**src/rtl/core/tvs_pkg.sv**
```systemverilog
// tvs_pkg: shared types and codes for the two-motor valve selector
// no dependencies; used by the interfaces' users, tvs_step and the top level
`default_nettype none

package tvs_pkg;

  localparam int TickW = 18;

  // request codes
  localparam logic [1:0] OpTick = 2'd0;
  localparam logic [1:0] OpCmd  = 2'd1;
  localparam logic [1:0] OpInit = 2'd2;

  // sequence step codes
  localparam logic [2:0] StIdle          = 3'd0;
  localparam logic [2:0] StInitDrive     = 3'd1;
  localparam logic [2:0] StAllParkB      = 3'd2;
  localparam logic [2:0] StParkA         = 3'd3;
  localparam logic [2:0] StParkBThenDrv  = 3'd4;
  localparam logic [2:0] StParkAThenDrv  = 3'd5;
  localparam logic [2:0] StDrive         = 3'd6;
  localparam logic [2:0] StParkB         = 3'd7;

  // configuration register indexes
  localparam logic [1:0] RegNodeId       = 2'd0;
  localparam logic [1:0] RegBoxId        = 2'd1;
  localparam logic [1:0] RegUnitTicks    = 2'd2;
  localparam logic [1:0] RegReportPeriod = 2'd3;

  localparam logic [15:0] UnitTicksRst    = 16'd500;
  localparam logic [15:0] ReportPeriodRst = 16'd1000;

  typedef struct packed {
    logic [7:0]  node_id;
    logic [1:0]  box_id;
    logic [15:0] unit_ticks;
    logic [15:0] report_period;
  } cfg_t;

  typedef struct packed {
    logic [1:0] op;
    logic [7:0] dest_node;
    logic [7:0] dest_box;
    logic [7:0] cmd_byte;
  } item_t;

  typedef struct packed {
    logic [1:0] motor_a_drive;
    logic [1:0] motor_b_drive;
    logic [3:0] valve_status;
    logic       send_report;
    logic       busy_res;
    logic       cmd_dropped;
  } result_t;

  typedef struct packed {
    logic [1:0]       pos_a;
    logic [1:0]       pos_b;
    logic             ready;
    logic [2:0]       step;
    logic [TickW-1:0] ticks;
    logic [2:0]       req;
    logic [15:0]      rpt;
  } state_t;

endpackage

`default_nettype wire

```
**src/rtl/core/tvs_in_if.sv**
```systemverilog
// tvs_in_if: valid/ready channel carrying one request transaction
// no dependencies
`default_nettype none

interface tvs_in_if;
  logic       valid;
  logic       ready;
  logic [1:0] op;
  logic [7:0] dest_node;
  logic [7:0] dest_box;
  logic [7:0] cmd_byte;

  modport source (output valid, output op, output dest_node, output dest_box,
                  output cmd_byte, input ready);
  modport sink   (input valid, input op, input dest_node, input dest_box,
                  input cmd_byte, output ready);
endinterface

`default_nettype wire

```
**src/rtl/core/tvs_out_if.sv**
```systemverilog
// tvs_out_if: valid/ready channel carrying one result transaction
// no dependencies
`default_nettype none

interface tvs_out_if;
  logic       valid;
  logic       ready;
  logic [1:0] motor_a_drive;
  logic [1:0] motor_b_drive;
  logic [3:0] valve_status;
  logic       send_report;
  logic       busy_res;
  logic       cmd_dropped;

  modport source (output valid, output motor_a_drive, output motor_b_drive,
                  output valve_status, output send_report, output busy_res,
                  output cmd_dropped, input ready);
  modport sink   (input valid, input motor_a_drive, input motor_b_drive,
                  input valve_status, input send_report, input busy_res,
                  input cmd_dropped, output ready);
endinterface

`default_nettype wire

```
**src/rtl/core/two_motor_valve_selector.sv**
```systemverilog
// two_motor_valve_selector: top level, input/result registers, state and config
// depends on tvs_pkg, tvs_in_if, tvs_out_if and tvs_step
//
// usage
// - in_if carries requests: tick, valve command or init; each accepted
//   transaction gives exactly one result transaction on out_if
// - cfg port: cfg_we_i writes cfg_wdata_i into register cfg_idx_i
//   (0 node id, 1 box id, 2 ticks per unit, 3 report period); write only
//   while no transaction is in flight
// - a request is held in an input register, then one pass of logic updates
//   the motor/sequence state and loads the result register
// - the result register loads as the held request advances; while out_if
//   stalls, the request waits in the input register
// - throughput: one transaction per cycle while out_if takes each result,
//   as the state update in tvs_step is combinational
// - when out_if stalls, the input register still takes one more request;
//   in_if.ready then drops until the result is taken
// - reset: motors in the middle, not initialised, sequencer idle, report
//   counter at 1000 ticks, config at its defaults, both channels empty
`default_nettype none

module two_motor_valve_selector (
  input  wire         clk_i,
  input  wire         rst_ni,
  input  wire         cfg_we_i,
  input  wire  [1:0]  cfg_idx_i,
  input  wire  [15:0] cfg_wdata_i,
  tvs_in_if.sink      in_if,
  tvs_out_if.source   out_if
);
  import tvs_pkg::*;

  cfg_t    cfg_q;
  state_t  st_q, st_d;
  item_t   item_q;
  logic    in_valid_q;
  result_t res_d, res_q;
  logic    out_valid_q;
  logic    advance;

  assign advance     = in_valid_q && (!out_valid_q || out_if.ready);
  assign in_if.ready = !in_valid_q || advance;

  always_ff @(posedge clk_i or negedge rst_ni) begin
    if (!rst_ni) begin
      cfg_q.node_id       <= '0;
      cfg_q.box_id        <= '0;
      cfg_q.unit_ticks    <= UnitTicksRst;
      cfg_q.report_period <= ReportPeriodRst;
    end else if (cfg_we_i) begin
      case (cfg_idx_i)
        RegNodeId:       cfg_q.node_id       <= cfg_wdata_i[7:0];
        RegBoxId:        cfg_q.box_id        <= cfg_wdata_i[1:0];
        RegUnitTicks:    cfg_q.unit_ticks    <= cfg_wdata_i;
        RegReportPeriod: cfg_q.report_period <= cfg_wdata_i;
        default: ;
      endcase
    end
  end

  // input register
  always_ff @(posedge clk_i or negedge rst_ni) begin
    if (!rst_ni) begin
      in_valid_q <= 1'b0;
    end else if (in_if.valid && in_if.ready) begin
      in_valid_q <= 1'b1;
    end else if (advance) begin
      in_valid_q <= 1'b0;
    end
  end

  always_ff @(posedge clk_i) begin
    if (in_if.valid && in_if.ready) begin
      item_q.op        <= in_if.op;
      item_q.dest_node <= in_if.dest_node;
      item_q.dest_box  <= in_if.dest_box;
      item_q.cmd_byte  <= in_if.cmd_byte;
    end
  end

  tvs_step u_step (
    .cfg_i  (cfg_q),
    .st_i   (st_q),
    .item_i (item_q),
    .st_o   (st_d),
    .res_o  (res_d)
  );

  always_ff @(posedge clk_i or negedge rst_ni) begin
    if (!rst_ni) begin
      st_q.pos_a <= 2'd0;
      st_q.pos_b <= 2'd0;
      st_q.ready <= 1'b0;
      st_q.step  <= StIdle;
      st_q.ticks <= '0;
      st_q.req   <= 3'd0;
      st_q.rpt   <= ReportPeriodRst;
    end else if (advance) begin
      st_q <= st_d;
    end
  end

  // result register
  always_ff @(posedge clk_i or negedge rst_ni) begin
    if (!rst_ni) begin
      out_valid_q <= 1'b0;
    end else if (advance) begin
      out_valid_q <= 1'b1;
    end else if (out_if.ready) begin
      out_valid_q <= 1'b0;
    end
  end

  always_ff @(posedge clk_i) begin
    if (advance) begin
      res_q <= res_d;
    end
  end

  assign out_if.valid         = out_valid_q;
  assign out_if.motor_a_drive = res_q.motor_a_drive;
  assign out_if.motor_b_drive = res_q.motor_b_drive;
  assign out_if.valve_status  = res_q.valve_status;
  assign out_if.send_report   = res_q.send_report;
  assign out_if.busy_res      = res_q.busy_res;
  assign out_if.cmd_dropped   = res_q.cmd_dropped;

  a_busy_has_ticks : assert property (@(posedge clk_i) disable iff (!rst_ni)
    (st_q.step != StIdle) |-> (st_q.ticks != '0))
    else $error("running sequence with empty move counter");

  a_advance_gives_result : assert property (@(posedge clk_i) disable iff (!rst_ni)
    advance |=> out_valid_q)
    else $error("processed transaction produced no result");

  a_drop_only_when_busy : assert property (@(posedge clk_i) disable iff (!rst_ni)
    (out_valid_q && res_q.cmd_dropped) |-> res_q.busy_res)
    else $error("dropped request reported while idle");

  a_idle_motors_stopped : assert property (@(posedge clk_i) disable iff (!rst_ni)
    (out_valid_q && !res_q.busy_res) |->
      (res_q.motor_a_drive == 2'd0 && res_q.motor_b_drive == 2'd0))
    else $error("motor driven while sequencer idle");

endmodule

`default_nettype wire

```
**src/rtl/core/tvs_step.sv**
```systemverilog
// tvs_step: next-state and result logic for one request transaction
// depends on tvs_pkg
`default_nettype none

module tvs_step (
  input  tvs_pkg::cfg_t    cfg_i,
  input  tvs_pkg::state_t  st_i,
  input  tvs_pkg::item_t   item_i,
  output tvs_pkg::state_t  st_o,
  output tvs_pkg::result_t res_o
);
  import tvs_pkg::*;

  typedef struct packed {
    logic [2:0]       step;
    logic [TickW-1:0] ticks;
    logic             done;
  } enter_t;

  function automatic logic [TickW-1:0] at_least_one(input logic [TickW-1:0] d);
    return (d == '0) ? TickW'(1) : d;
  endfunction

  function automatic logic [2:0] next_step(input logic [2:0] s);
    logic [2:0] n;
    case (s)
      StInitDrive:    n = StAllParkB;
      StAllParkB:     n = StParkA;
      StParkBThenDrv: n = StDrive;
      StParkAThenDrv: n = StDrive;
      default:        n = StIdle;
    endcase
    return n;
  endfunction

  function automatic logic is_park_b(input logic [2:0] s);
    return (s == StAllParkB) || (s == StParkBThenDrv) || (s == StParkB);
  endfunction

  function automatic logic is_park_a(input logic [2:0] s);
    return (s == StParkA) || (s == StParkAThenDrv);
  endfunction

  // skips parks of motors already in the middle, then loads the move time
  function automatic enter_t enter_step(input logic [2:0] s, input logic [1:0] pa,
                                        input logic [1:0] pb, input logic [2:0] req,
                                        input logic [15:0] u);
    enter_t           e;
    logic [2:0]       cur;
    logic [TickW-1:0] u1, u2, u3, u4, half;
    logic [1:0]       pos;
    logic [2:0]       loc;
    cur  = s;
    u1   = {2'b00, u};
    u2   = {1'b0, u, 1'b0};
    u3   = u1 + u2;
    u4   = {u, 2'b00};
    half = {3'b000, u[15:1]};
    for (int i = 0; i < 2; i++) begin
      if ((is_park_b(cur) && pb == 2'd0) || (is_park_a(cur) && pa == 2'd0)) begin
        cur = next_step(cur);
      end
    end
    pos  = (req <= 3'd2) ? pa : pb;
    loc  = (req <= 3'd2) ? req : req - 3'd2;
    e.step = cur;
    e.done = 1'b0;
    if (cur == StIdle) begin
      e.ticks = '0;
      e.done  = 1'b1;
    end else if (cur == StInitDrive) begin
      e.ticks = at_least_one(u4);
    end else if (is_park_b(cur) || is_park_a(cur)) begin
      e.ticks = at_least_one(u1);
    end else if (pos == 2'd0) begin
      e.ticks = at_least_one(u2);
    end else if ({1'b0, pos} == loc) begin
      e.ticks = at_least_one(half);
    end else begin
      e.ticks = at_least_one(u3);
    end
    return e;
  endfunction

  state_t           st_d;
  enter_t           ent;
  logic             run_enter;
  logic [2:0]       enter_from;
  logic             flag;
  logic             dropped;
  logic [TickW-1:0] t_dec;
  logic [15:0]      r_dec;
  logic [6:0]       num;
  logic             open;
  logic [2:0]       req_m2;

  always_comb begin
    st_d       = st_i;
    run_enter  = 1'b0;
    enter_from = StIdle;
    flag       = 1'b0;
    dropped    = 1'b0;
    ent        = '0;
    t_dec      = (st_i.ticks != '0) ? st_i.ticks - TickW'(1) : st_i.ticks;
    r_dec      = (st_i.rpt != '0) ? st_i.rpt - 16'd1 : st_i.rpt;
    num        = item_i.cmd_byte[6:0];
    open       = item_i.cmd_byte[7];
    req_m2     = st_i.req - 3'd2;

    case (item_i.op)
      OpTick: begin
        if (st_i.step != StIdle) begin
          if (t_dec == '0) begin
            if (st_i.step == StInitDrive) begin
              st_d.pos_a = 2'd1;
              st_d.pos_b = 2'd1;
            end else if (is_park_b(st_i.step)) begin
              st_d.pos_b = 2'd0;
            end else if (is_park_a(st_i.step)) begin
              st_d.pos_a = 2'd0;
            end else if (st_i.req <= 3'd2) begin
              st_d.pos_a = st_i.req[1:0];
            end else begin
              st_d.pos_b = req_m2[1:0];
            end
            run_enter  = 1'b1;
            enter_from = next_step(st_i.step);
          end else begin
            st_d.ticks = t_dec;
          end
        end
        if (r_dec == '0) begin
          flag       = 1'b1;
          st_d.rpt   = (cfg_i.report_period != '0) ? cfg_i.report_period : 16'd1;
        end else begin
          st_d.rpt   = r_dec;
        end
      end
      OpCmd: begin
        if (item_i.dest_node == cfg_i.node_id && item_i.dest_box == {6'd0, cfg_i.box_id}) begin
          if (st_i.step != StIdle) begin
            dropped = 1'b1;
          end else if (st_i.ready) begin
            if (num == 7'd1 || num == 7'd2) begin
              st_d.req   = num[2:0];
              run_enter  = 1'b1;
              enter_from = open ? StParkBThenDrv : StParkA;
            end else if (num == 7'd3 || num == 7'd4) begin
              st_d.req   = num[2:0];
              run_enter  = 1'b1;
              enter_from = open ? StParkAThenDrv : StParkB;
            end else if (num == 7'd0 && !open) begin
              run_enter  = 1'b1;
              enter_from = StAllParkB;
            end else begin
              flag = 1'b1;
            end
          end
        end
      end
      OpInit: begin
        if (st_i.step != StIdle) begin
          dropped = 1'b1;
        end else begin
          st_d.ready = 1'b0;
          run_enter  = 1'b1;
          enter_from = StInitDrive;
        end
      end
      default: ;
    endcase

    if (run_enter) begin
      ent        = enter_step(enter_from, st_d.pos_a, st_d.pos_b, st_d.req,
                              cfg_i.unit_ticks);
      st_d.step  = ent.step;
      st_d.ticks = ent.ticks;
      if (ent.done) begin
        if (!st_d.ready) begin
          st_d.ready = 1'b1;
        end else begin
          flag = 1'b1;
        end
      end
    end
  end

  logic [2:0] req_d_m2;

  always_comb begin
    req_d_m2          = st_d.req - 3'd2;
    res_o             = '0;
    res_o.send_report = flag;
    res_o.cmd_dropped = dropped;
    res_o.busy_res    = (st_d.step != StIdle);
    case (st_d.step)
      StInitDrive: begin
        res_o.motor_a_drive = 2'd1;
        res_o.motor_b_drive = 2'd1;
      end
      StAllParkB, StParkBThenDrv, StParkB: begin
        res_o.motor_b_drive = (st_d.pos_b == 2'd1) ? 2'd2 : 2'd1;
      end
      StParkA, StParkAThenDrv: begin
        res_o.motor_a_drive = (st_d.pos_a == 2'd1) ? 2'd2 : 2'd1;
      end
      StDrive: begin
        if (st_d.req <= 3'd2) begin
          res_o.motor_a_drive = st_d.req[1:0];
        end else begin
          res_o.motor_b_drive = req_d_m2[1:0];
        end
      end
      default: ;
    endcase
    res_o.valve_status[0] = (st_d.pos_a == 2'd1);
    res_o.valve_status[1] = (st_d.pos_a != 2'd1) && (st_d.pos_a != 2'd0);
    res_o.valve_status[2] = (st_d.pos_b == 2'd1);
    res_o.valve_status[3] = (st_d.pos_b != 2'd1) && (st_d.pos_b != 2'd0);
  end

  assign st_o = st_d;

endmodule

`default_nettype wire
```
**src/flat_wrapper.sv**
```systemverilog
// flat-port wrapper written by rule: the top's interface ports become plain ports
module two_motor_valve_selector_flat import tvs_pkg::*;
  (clk_i, rst_ni, cfg_we_i, cfg_idx_i, cfg_wdata_i, in_if_valid, in_if_op, in_if_dest_node, in_if_dest_box, in_if_cmd_byte, in_if_ready, out_if_valid, out_if_motor_a_drive, out_if_motor_b_drive, out_if_valve_status, out_if_send_report, out_if_busy_res, out_if_cmd_dropped, out_if_ready);
  tvs_in_if in_if_i ();
  tvs_out_if out_if_i ();
  input  wire clk_i;
  input  wire rst_ni;
  input  wire cfg_we_i;
  input  wire  [1:0] cfg_idx_i;
  input  wire  [15:0] cfg_wdata_i;
  input wire logic [$bits(in_if_i.valid)-1:0] in_if_valid;
  input wire logic [$bits(in_if_i.op)-1:0] in_if_op;
  input wire logic [$bits(in_if_i.dest_node)-1:0] in_if_dest_node;
  input wire logic [$bits(in_if_i.dest_box)-1:0] in_if_dest_box;
  input wire logic [$bits(in_if_i.cmd_byte)-1:0] in_if_cmd_byte;
  output wire logic [$bits(in_if_i.ready)-1:0] in_if_ready;
  output wire logic [$bits(out_if_i.valid)-1:0] out_if_valid;
  output wire logic [$bits(out_if_i.motor_a_drive)-1:0] out_if_motor_a_drive;
  output wire logic [$bits(out_if_i.motor_b_drive)-1:0] out_if_motor_b_drive;
  output wire logic [$bits(out_if_i.valve_status)-1:0] out_if_valve_status;
  output wire logic [$bits(out_if_i.send_report)-1:0] out_if_send_report;
  output wire logic [$bits(out_if_i.busy_res)-1:0] out_if_busy_res;
  output wire logic [$bits(out_if_i.cmd_dropped)-1:0] out_if_cmd_dropped;
  input wire logic [$bits(out_if_i.ready)-1:0] out_if_ready;
  assign in_if_i.valid = in_if_valid;
  assign in_if_i.op = in_if_op;
  assign in_if_i.dest_node = in_if_dest_node;
  assign in_if_i.dest_box = in_if_dest_box;
  assign in_if_i.cmd_byte = in_if_cmd_byte;
  assign in_if_ready = in_if_i.ready;
  assign out_if_valid = out_if_i.valid;
  assign out_if_motor_a_drive = out_if_i.motor_a_drive;
  assign out_if_motor_b_drive = out_if_i.motor_b_drive;
  assign out_if_valve_status = out_if_i.valve_status;
  assign out_if_send_report = out_if_i.send_report;
  assign out_if_busy_res = out_if_i.busy_res;
  assign out_if_cmd_dropped = out_if_i.cmd_dropped;
  assign out_if_i.ready = out_if_ready;
  two_motor_valve_selector u_core (.clk_i(clk_i), .rst_ni(rst_ni), .cfg_we_i(cfg_we_i), .cfg_idx_i(cfg_idx_i), .cfg_wdata_i(cfg_wdata_i), .in_if(in_if_i), .out_if(out_if_i));
endmodule
```
**config.mk**
```make
export PLATFORM = sky130hd
export DESIGN_NAME = two_motor_valve_selector_flat
export DESIGN_NICKNAME = d
export VERILOG_FILES = /design/src/rtl/core/tvs_pkg.sv /design/src/rtl/core/tvs_in_if.sv /design/src/rtl/core/tvs_out_if.sv /design/src/rtl/core/two_motor_valve_selector.sv /design/src/rtl/core/tvs_step.sv /design/src/flat_wrapper.sv
export SDC_FILE = /design/constraint.sdc
export NUM_CORES = 1
export LEC_CHECK = 0
export BUFFER_PORTS_ARGS = -buffer_cell sky130_fd_sc_hd__buf_2
export CORE_MARGIN = 4
export CORE_UTILIZATION = 29
export CTS_BUF_LIST = sky130_fd_sc_hd__clkbuf_2
export CTS_CLUSTER_DIAMETER = 80
export DETAILED_ROUTE_END_ITERATION = 10
export PLACE_DENSITY = 0.53
export SLEW_MARGIN = 20
export SYNTH_ARGS = -nofsm -noshare
export SYNTH_HDL_FRONTEND = slang
export SYNTH_SLANG_ARGS = --single-unit
```
**constraint.sdc**
```tcl
create_clock -name clk_i -period 6.4 [get_ports clk_i]
set_input_delay 0.32 -clock clk_i [delete_from_list [all_inputs] [get_ports clk_i]]
set_output_delay 0.32 -clock clk_i [all_outputs]
set_load 0.005 [all_outputs]
```
# Yosys cells after proc, flatten, opt, wreduce, memory -nomap -nowiden

Index checks and enable logic that the tools add are counted.

Add/sub/neg operators: 5
Magnitude comparators: 2
Equality and inequality tests: 48
Mux-type cells: 94
Reduce and logical (&&, ||, !) cells: 66

Operators with widths:

| kind                  | number |
|---|---|
| $mux 18               | 11 |
| $mux 16               | 4 |
| $mux 3                | 19 |
| $eq 3x3->1 const B    | 16 |
| $logic_not 18->1      | 2 |
| $pmux 3 s3            | 4 |
| $logic_not 16->1      | 2 |
| $reduce_bool 16->1    | 2 |
| $mux 1                | 31 |
| $eq 3x2->1 const B    | 10 |
| $mux 2                | 13 |
| $mux 22               | 1 |
| $logic_or 1x1->1      | 19 |
| $add 16x17->18        | 1 |
| $reduce_bool 18->1    | 1 |
| $sub 18x1->18 const B | 1 |
| $mux 17               | 1 |
| $mux 4                | 4 |
| $sub 16x1->16 const B | 1 |
| $eq 3x1->1 const B    | 5 |
| $logic_not 15->1      | 1 |
| $mux 15               | 1 |
| $eq 7x2->1 const B    | 2 |
| $pmux 2 s3            | 2 |
| other kinds (25)      | 61 |

Bits in registers: 126
Word-level logic and storage cells: 238

# Logic depth before layout (Yosys ltp)

Gate-level depths: netlist (run 1).

Depth in word-level cells: 34
Depth in mapped cells: 18

# By module

Synthesis (run 1) repeated with hierarchy kept, for this count alone.

Cells, all modules: 1,073
Area total of the unflattened synthesis: 9,910.8 um^2

By module, submodules not included:

| module                   | instances | cells an instance | area an instance (um^2) | sequential area each (um^2) |
|---|---|---|---|---|
| tvs_step                 | 1         | 843               | 5,435.2                 | 0.0 |
| two_motor_valve_selector | 1         | 230               | 4,475.5                 | 3,360.7 |

# Least setup slack after synthesis (run 1)

No wires, ideal clock.

Path type: flip-flop to flip-flop
Start point: reg u_core.st_q[19] in the netlist's numbering
End point: reg u_core.res_q, in the netlist u_core.out_if.motor_b_drive[0] (data pin)
Data arrival time: 4,274 ps
Required time: 6,131 ps
Path slack: 1,857 ps
Stages on the path, launching flop included: 17
Buffers on the path: 2
Period minus slack after synthesis: 4,543 ps
Cell sequence: dfrtp_1 -> clkbuf_1 -> inv_1 -> ha_1 -> or4b_1 -> buf_2 -> nor4_1 -> mux2i_1 -> o2111ai_1 -> or4_4 -> o31ai_2 -> a21oi_1 -> a211o_1 -> and2_1 -> or3_1 -> o2111ai_1 -> o21ai_1

RTL lines:

| item                   | line                            | source |
|---|---|---|
| from (decl)            | two_motor_valve_selector.sv:34  | `state_t st_q, st_d;` |
| from (signal assigned) | two_motor_valve_selector.sv:99  | `st_q <= st_d;` |
| to (signal assigned)   | two_motor_valve_selector.sv:116 | `res_q <= res_d;` |
| to (decl)              | two_motor_valve_selector.sv:37  | `result_t res_d, res_q;` |

# Worst setup path in the final report (run 1)

Start point: reg u_core.st_q[19] in the netlist's numbering
End point: reg u_core.st_q[36] in the netlist's numbering

Word-level cells in the longest chain between the ends: 28
Elaborated cells on any way between the ends: 74

RTL lines:

| item                                                                      | line            | source |
|---|---|---|
| $sub 18x1->18 / $reduce_bool 18->1 (equally long branches)                | tvs_step.sv:104 | `t_dec = (st_i.ticks != '0) ? st_i.ticks - TickW'(1) : st_i.ticks;` |
| $mux 18 *                                                                 | tvs_step.sv:104 |  |
| parallel branches: the longest is 26 deep, another holds $logic_not 18->1 | -               |  |

Every way passes the cells marked *. The select of a mux whose other input is x is not followed.
A chain may end at the register's enable or synchronous reset.

==> metrics, run 1 <==
routed via count=8040; total CTS buffers=17; Pins Over Slew Limit=0; EDFF count, synth=37; top cells by area, synth=dfrtp_1 (20%), edfxtp_1 (12%), mux2_2 (5.6%); HP Class=in -> reg; reg2reg start=u_core.st_q[19]$_DFFE_PN0P_; chip width=184.4 um; gr ovfl total=0; worst path bufs/invs=1; post-synth cell types=97; Starting DRT DRC Count=557; RSZ-0062 raised after global routing=no; Max Fclk=186.8 MHz; syn_area_per_cell=9.148 sq um; Area growth syn-to-layout=15.72%; Yosys top cell by area=dfrtp_1; Static Leak=4.168 nW; first-pass GRT wire length=42300 um; final setup fails=0; Core Area=30670 sq um; Root Buffer=clkbuf_2; TritonRoute pass-1 iters=9; Tmin final=5.354 ns; syn nets=1075; MaxCap Viol Count=0; Clock Latency Late Sink=0.74 ns; hold depth=3; hold wc startpoint=cfg_we_i; worst path cell trace=inv_1 > ha_1 > or4b_1 > nor4_1 > mux2i_1 > o2111ai_1 > or4_4 > o31ai_2 > a21oi_1 > nor4_1 > a221o_1 > nor2_1 > a32o_1 > a21o_1; CTS HTree Levels=4; Cells after Synth=986; Starting Density=0.2941; Max Fanout on Critical Path=12; RR Endpoint=u_core.st_q[36]$_DFFE_PN0P_; R2R Setup Slk=1.05 ns; period utilization=0.8365; DP HPWL=19600 um; area post-placement=9729 sq um; post-synthesis register bit count=126; global placer's final weighted congestion=0.9047; relative slew slack=0.4204; Fin. Hold Viols=0; DR vias/cell=5.389; Worst setup SP type=flop; final worst slack=1.046 ns; finished layout cell area=10440 sq um; antenna violations before repair=1; post-CTS setup buffers=0; Nets=1171; vias in the first global route=7734; Routed WL per cell=17.53 um; cell family with most CP delay=simple AND/OR/NAND/NOR gates; outcome=finished, final reports clean; Worst Reg-to-Reg Cells=14; CTS tree=built; synth cell count leaders=nand2_1 (95), nor2_1 (78), dfrtp_1 (71); # DRC=0; I/O Pins=62; top-area cell type share of the netlist area=0.1970; row count=64; Slew @ Worst Pin=0.8615 ns; pre-CTS setup slack=1.147 ns; register area share after synthesis=0.3726; Clock Sinks=126; setup TNS=0 ns; share of layout cells above drive strength 1=0.1826; most common cell in the netlist=nand2_1; largest net degree at the start of global routing=49; Worst VDD drop=0.1199 mV; Most common cell on crit path=nor4_1; worst hold slack=0.09887 ns; clk buf depth=2; Top FF cell, synth=dfrtp_1; CP Capture Type=flop; CTS clk-pin slew, worst paths=0.20 ns; post-route ant nets=0; IO buf count=61; cell area after synthesis=9020 sq um; WP data required=7.00 ns; die height=184.4 um; hold path endpoint=u_core.cfg_q[32]$_DFFE_PN0P_; slowest CP cell=or4b_1; All-Layer GR Usage=0.1541; Async SR Flop Fraction=0.7063; critical path class=reg -> reg; pwr/cell area=300.3 nW/um^2; CP arrival=5.96 ns; drt total wl=26160 um; Layout Skew=0.06894 ns; synth warn=0; Worst path max stage delay=0.65 ns; die area=33990 sq um
[worst max-delay path by stage]
stage	from	endpoint	depth (start not counted)	slack [ns]
floorplan	u_core.st_q[19]$_DFFE_PN0P_	u_core.out_if.motor_b_drive[0]$_DFFE_PP_	16	1.86
global placement	u_core.st_q[19]$_DFFE_PN0P_	u_core.st_q[28]$_DFFE_PN0P_	15	1.25
detailed placement	u_core.st_q[19]$_DFFE_PN0P_	u_core.st_q[36]$_DFFE_PN0P_	14	1.15
CTS	u_core.st_q[19]$_DFFE_PN0P_	u_core.st_q[28]$_DFFE_PN0P_	15	1.11
global route	u_core.st_q[19]$_DFFE_PN0P_	u_core.st_q[28]$_DFFE_PN0P_	15	0.71
finish	u_core.st_q[19]$_DFFE_PN0P_	u_core.st_q[36]$_DFFE_PN0P_	14	1.05
[final cells by class]
class / count / area, sq um
fill: 3167 / 20230
multi-input combinational: 777 / 5321
sequential: 126 / 3361
timing repair buffer: 119 / 858.3
tap: 396 / 495.5
clock inverter: 15 / 160.2
inverter: 41 / 153.9
clock buffer: 17 / 85.08
antenna: 1 / 2.502
[timing repair]
item	in CTS	in global routing
resized for setup	0	0
hold endpoints to repair	117	0
hold buffers	46	0
[stage by stage]
stage                     cells  power [W]    util
final                      1492   0.003135  0.3403
after global routing       1492   0.003374  0.3403
after CTS                  1491   0.003135  0.3402
after detailed placement   1413   0.002577  0.3172
after global placement     1413   0.002584  0.3172
after floorplan             986   0.002192       -
[report_power, final]
group	internal [W]	total, W	switching, W
registers	0.00101	0.00127	0.000260
clock network	0.000185	0.000531	0.000346
logic	0.000554	0.00133	0.000778
[worst reg2reg max path, delay by kind of cell, from the launching register on]
| kind | cells | cell delay [ns] |
|---|---|---|
| AND/OR/NAND/NOR | 5 | 2.42 |
| AO/OA/AOI/OAI | 6 | 1.73 |
| flip-flops | 1 | 0.49 |
| multiplexers | 1 | 0.30 |
| adder cells (fa/ha/maj) | 1 | 0.28 |
| buffers and inverters | 1 | 0.09 |
[layer usage]
layer	track usage	wire length (um)
met5	0	0
met4	0.03490	347
met3	0.02447	1230
met2	0.2452	12290
met1	0.2212	12290
[state kept, by name, summed over array words and instances, names as in the netlist]
register	flops
u_core.out_if.motor_b_drive	2
u_core.out_if.busy_res	1
u_core.in_valid_q	1
u_core.st_q	45
u_core.out_if.valve_status	4
u_core.out_if.motor_a_drive	2
u_core.out_if.cmd_dropped	1
u_core.out_if.send_report	1
u_core.item_q	26
u_core.cfg_q	42
u_core.out_if.valid	1
[cell families after synthesis]
logic type,Yosys count,synth area share
multiplexers,68,0.08267
AND/OR/NAND/NOR,371,0.2218
AO/OA/AOI/OAI,265,0.1963
XOR/XNOR,32,0.03107
buffers and inverters,83,0.03814
adder cells (fa/ha/maj),41,0.05743
flip-flops,126,0.3726
[cells in the final DEF (no fill, tap or decap), types with 10 or more instances in the layout]
cell type and count:
buf_4 13, nor4_1 22, nand2b_1 11, dfrtp_1 71
a22oi_1 11, nor3_1 36, a21oi_1 63, xnor2_1 23
mux2_2 45, dfstp_2 18, nor2_1 78, dlygate4sd3_1 46
o21ai_0 64, and2_1 10, nand4_1 17, clkbuf_2 17
a31oi_1 11, buf_2 60, ha_1 39, nand3_1 23
inv_1 40, edfxtp_1 37, mux2i_1 19, nand2_1 95
Power figures use the tool's default switching activity.
==> inputs of run 2 (changes only) <==
- clock period: 6.4 -> 5.4 ns (I/O delays scaled with it)
==> metrics, run 2 (same netlist as run 1, synthesis figures left out) <==
Routed WL per cell=17.59 um (+0.34%); max reg flops=45 (unchanged); finished layout cell area=10550 sq um (+1.1%); MaxCap Viol Count=0 (unchanged); pwr/cell area=353.9 nW/um^2 (+18%); Clock Sinks=126 (unchanged); Worst setup SP type=flop; vias in the first global route=7637 (-1.3%); gr ovfl total=0 (unchanged); CTS tree=built; total CTS buffers=17 (unchanged); Pins Over Slew Limit=0 (unchanged); pre-CTS setup slack=0.2190 ns (-0.9284 ns); CP Capture Type=flop; setup TNS=0 ns (unchanged); placed instance count=1424 (+0.78%); most frequent cells in the layout=nand2_1 (95), nor2_1 (78), dfrtp_1 (71); post-layout util=0.3441 (+0.003794); CTS HTree Levels=4 (unchanged); Worst Reg-to-Reg Cells=15 (+1); Largest regs=u_core.st_q x45, u_core.cfg_q x42, u_core.item_q x26; Clock Latency Late Sink=0.72 ns (-0.02 ns); Root Buffer=clkbuf_2; row count=64 (unchanged); Layout Skew=0.05708 ns (-0.01187 ns); TritonRoute pass-1 iters=5 (-4); global placer's final weighted congestion=0.9017 (-0.33%); # DRC=0 (unchanged); Core Area=30670 sq um (unchanged); drt total wl=26480 um (+1.2%); IO buf count=61 (unchanged); commonest non-fill, non-tap cell in the layout=nand2_1; final worst slack=0.2812 ns (-0.7652 ns); Starting DRT DRC Count=613 (+10%); outcome=finished, final reports clean; relative slew slack=0.3918 (-0.02855); hold depth=3 (unchanged); HP Class=in -> reg; Nets=1184 (+1.1%); Post-Layout Cell Count=1505 (+0.87%); first-pass GRT wire length=42590 um (+0.69%); Static Leak=4.226 nW (+1.4%); post-CTS setup buffers=0 (unchanged); routed via count=8095 (+0.68%); chip width=184.4 um (unchanged); share of layout cells above drive strength 1=0.1958 (+0.01320); largest net degree at the start of global routing=71 (+45%); Max Fclk=195.4 MHz (+4.6%); Slew @ Worst Pin=0.9123 ns (+0.05076 ns); Top reg by flops=u_core.st_q; final setup fails=0 (unchanged); die area=33990 sq um (unchanged); Area growth syn-to-layout=17.01%; die height=184.4 um (unchanged); Worst VDD drop=0.1322 mV (+10%); Max Fanout on Critical Path=24 (+12); I/O Pins=62 (unchanged); critical path class=reg -> reg; CTS clk-pin slew, worst paths=0.23 ns (+0.03 ns); Starting Density=0.2941 (unchanged); post-route ant nets=0 (unchanged); period utilization=0.9479 (+0.1114); WP data required=6.00 ns (-1.00 ns); area post-placement=9823 sq um (+0.96%); Tmin final=5.119 ns (-0.2348 ns); DR vias/cell=5.379 (-0.19%); clk buf depth=2 (unchanged); DP HPWL=19690 um (+0.47%); antenna violations before repair=1 (unchanged); Fin. Hold Viols=0 (unchanged); CP arrival=5.72 ns (-0.24 ns); All-Layer GR Usage=0.1557 (+0.001543); RSZ-0062 raised after global routing=no
[run 2: routing by layer]
| metal | track usage | part of all wire |
|---|---|---|
| met1 | 0.2243 | 0.47 |
| met2 | 0.2453 | 0.46 |
| met3 | 0.02763 | 0.056 |
| met4 | 0.03342 | 0.016 |
| met5 | 0 | 0 |
[run 2: worst paths after layout]
path	endpoint	start	slack, ns
min in group asynchronous	u_core.st_q[42]$_DFFE_PN0P_	rst_ni	0.12
setup / recovery	u_core.st_q[28]$_DFFE_PN0P_	u_core.st_q[19]$_DFFE_PN0P_	0.28
setup reg to reg	u_core.st_q[28]$_DFFE_PN0P_	u_core.st_q[19]$_DFFE_PN0P_	0.28
hold / removal	u_core.cfg_q[33]$_DFFE_PN0P_	cfg_idx_i[0]	0.07
max in group asynchronous	u_core.st_q[19]$_DFFE_PN0P_	rst_ni	4.48
hold reg to reg	u_core.st_q[9]$_DFFE_PN1P_	u_core.cfg_q[9]$_DFFE_PN1P_	0.50
[run 2: metrics by stage]
step	hold slack [ns]	total power (W)
5_1_grt	0.0004799	0.004028
2_1_floorplan	-0.02559	0.002598
3_5_place_dp	0.1879	0.003097
3_3_place_gp	0.1878	0.003104
6_report	0.07061	0.003735
4_1_cts	0.006782	0.003729
[run 2: timing repair]
action	in CTS	in global routing
resized for setup	0	5
hold buffers	48	0
endpoints found under the setup margin	0	18
endpoints found under the hold margin	89	0
[run 2: report_power, final]
part           switching, W  internal [W]
Combinational      0.000977      0.000696
Clock              0.000415      0.000180
Sequential         0.000269       0.00120
[run 2: critical path, cell delays in order (launching register included)]
cell      delay, ns
dfrtp_1        0.50
inv_1          0.09
ha_1           0.30
or4b_1         0.66
nor4_2         0.49
mux2i_1        0.33
nand3b_1       0.19
or3_4          0.45
nor3_4         0.28
mux2i_4        0.36
xor2_1         0.15
a311oi_4       0.35
buf_12         0.21
mux2i_1        0.20
a21oi_1        0.08
a2111o_1       0.37
[run 2: area by class of cell]
| type | count | area [sq um] |
|---|---|---|
| Multi-Input combinational cell | 777 | 5348 |
| Tap cell | 396 | 495.5 |
| Fill cell | 3160 | 20120 |
| Antenna cell | 1 | 2.502 |
| Clock buffer | 19 | 95.09 |
| Inverter | 41 | 153.9 |
| Sequential cell | 126 | 3361 |
| Timing Repair Buffer | 132 | 968.4 |
| Clock inverter | 13 | 130.1 |
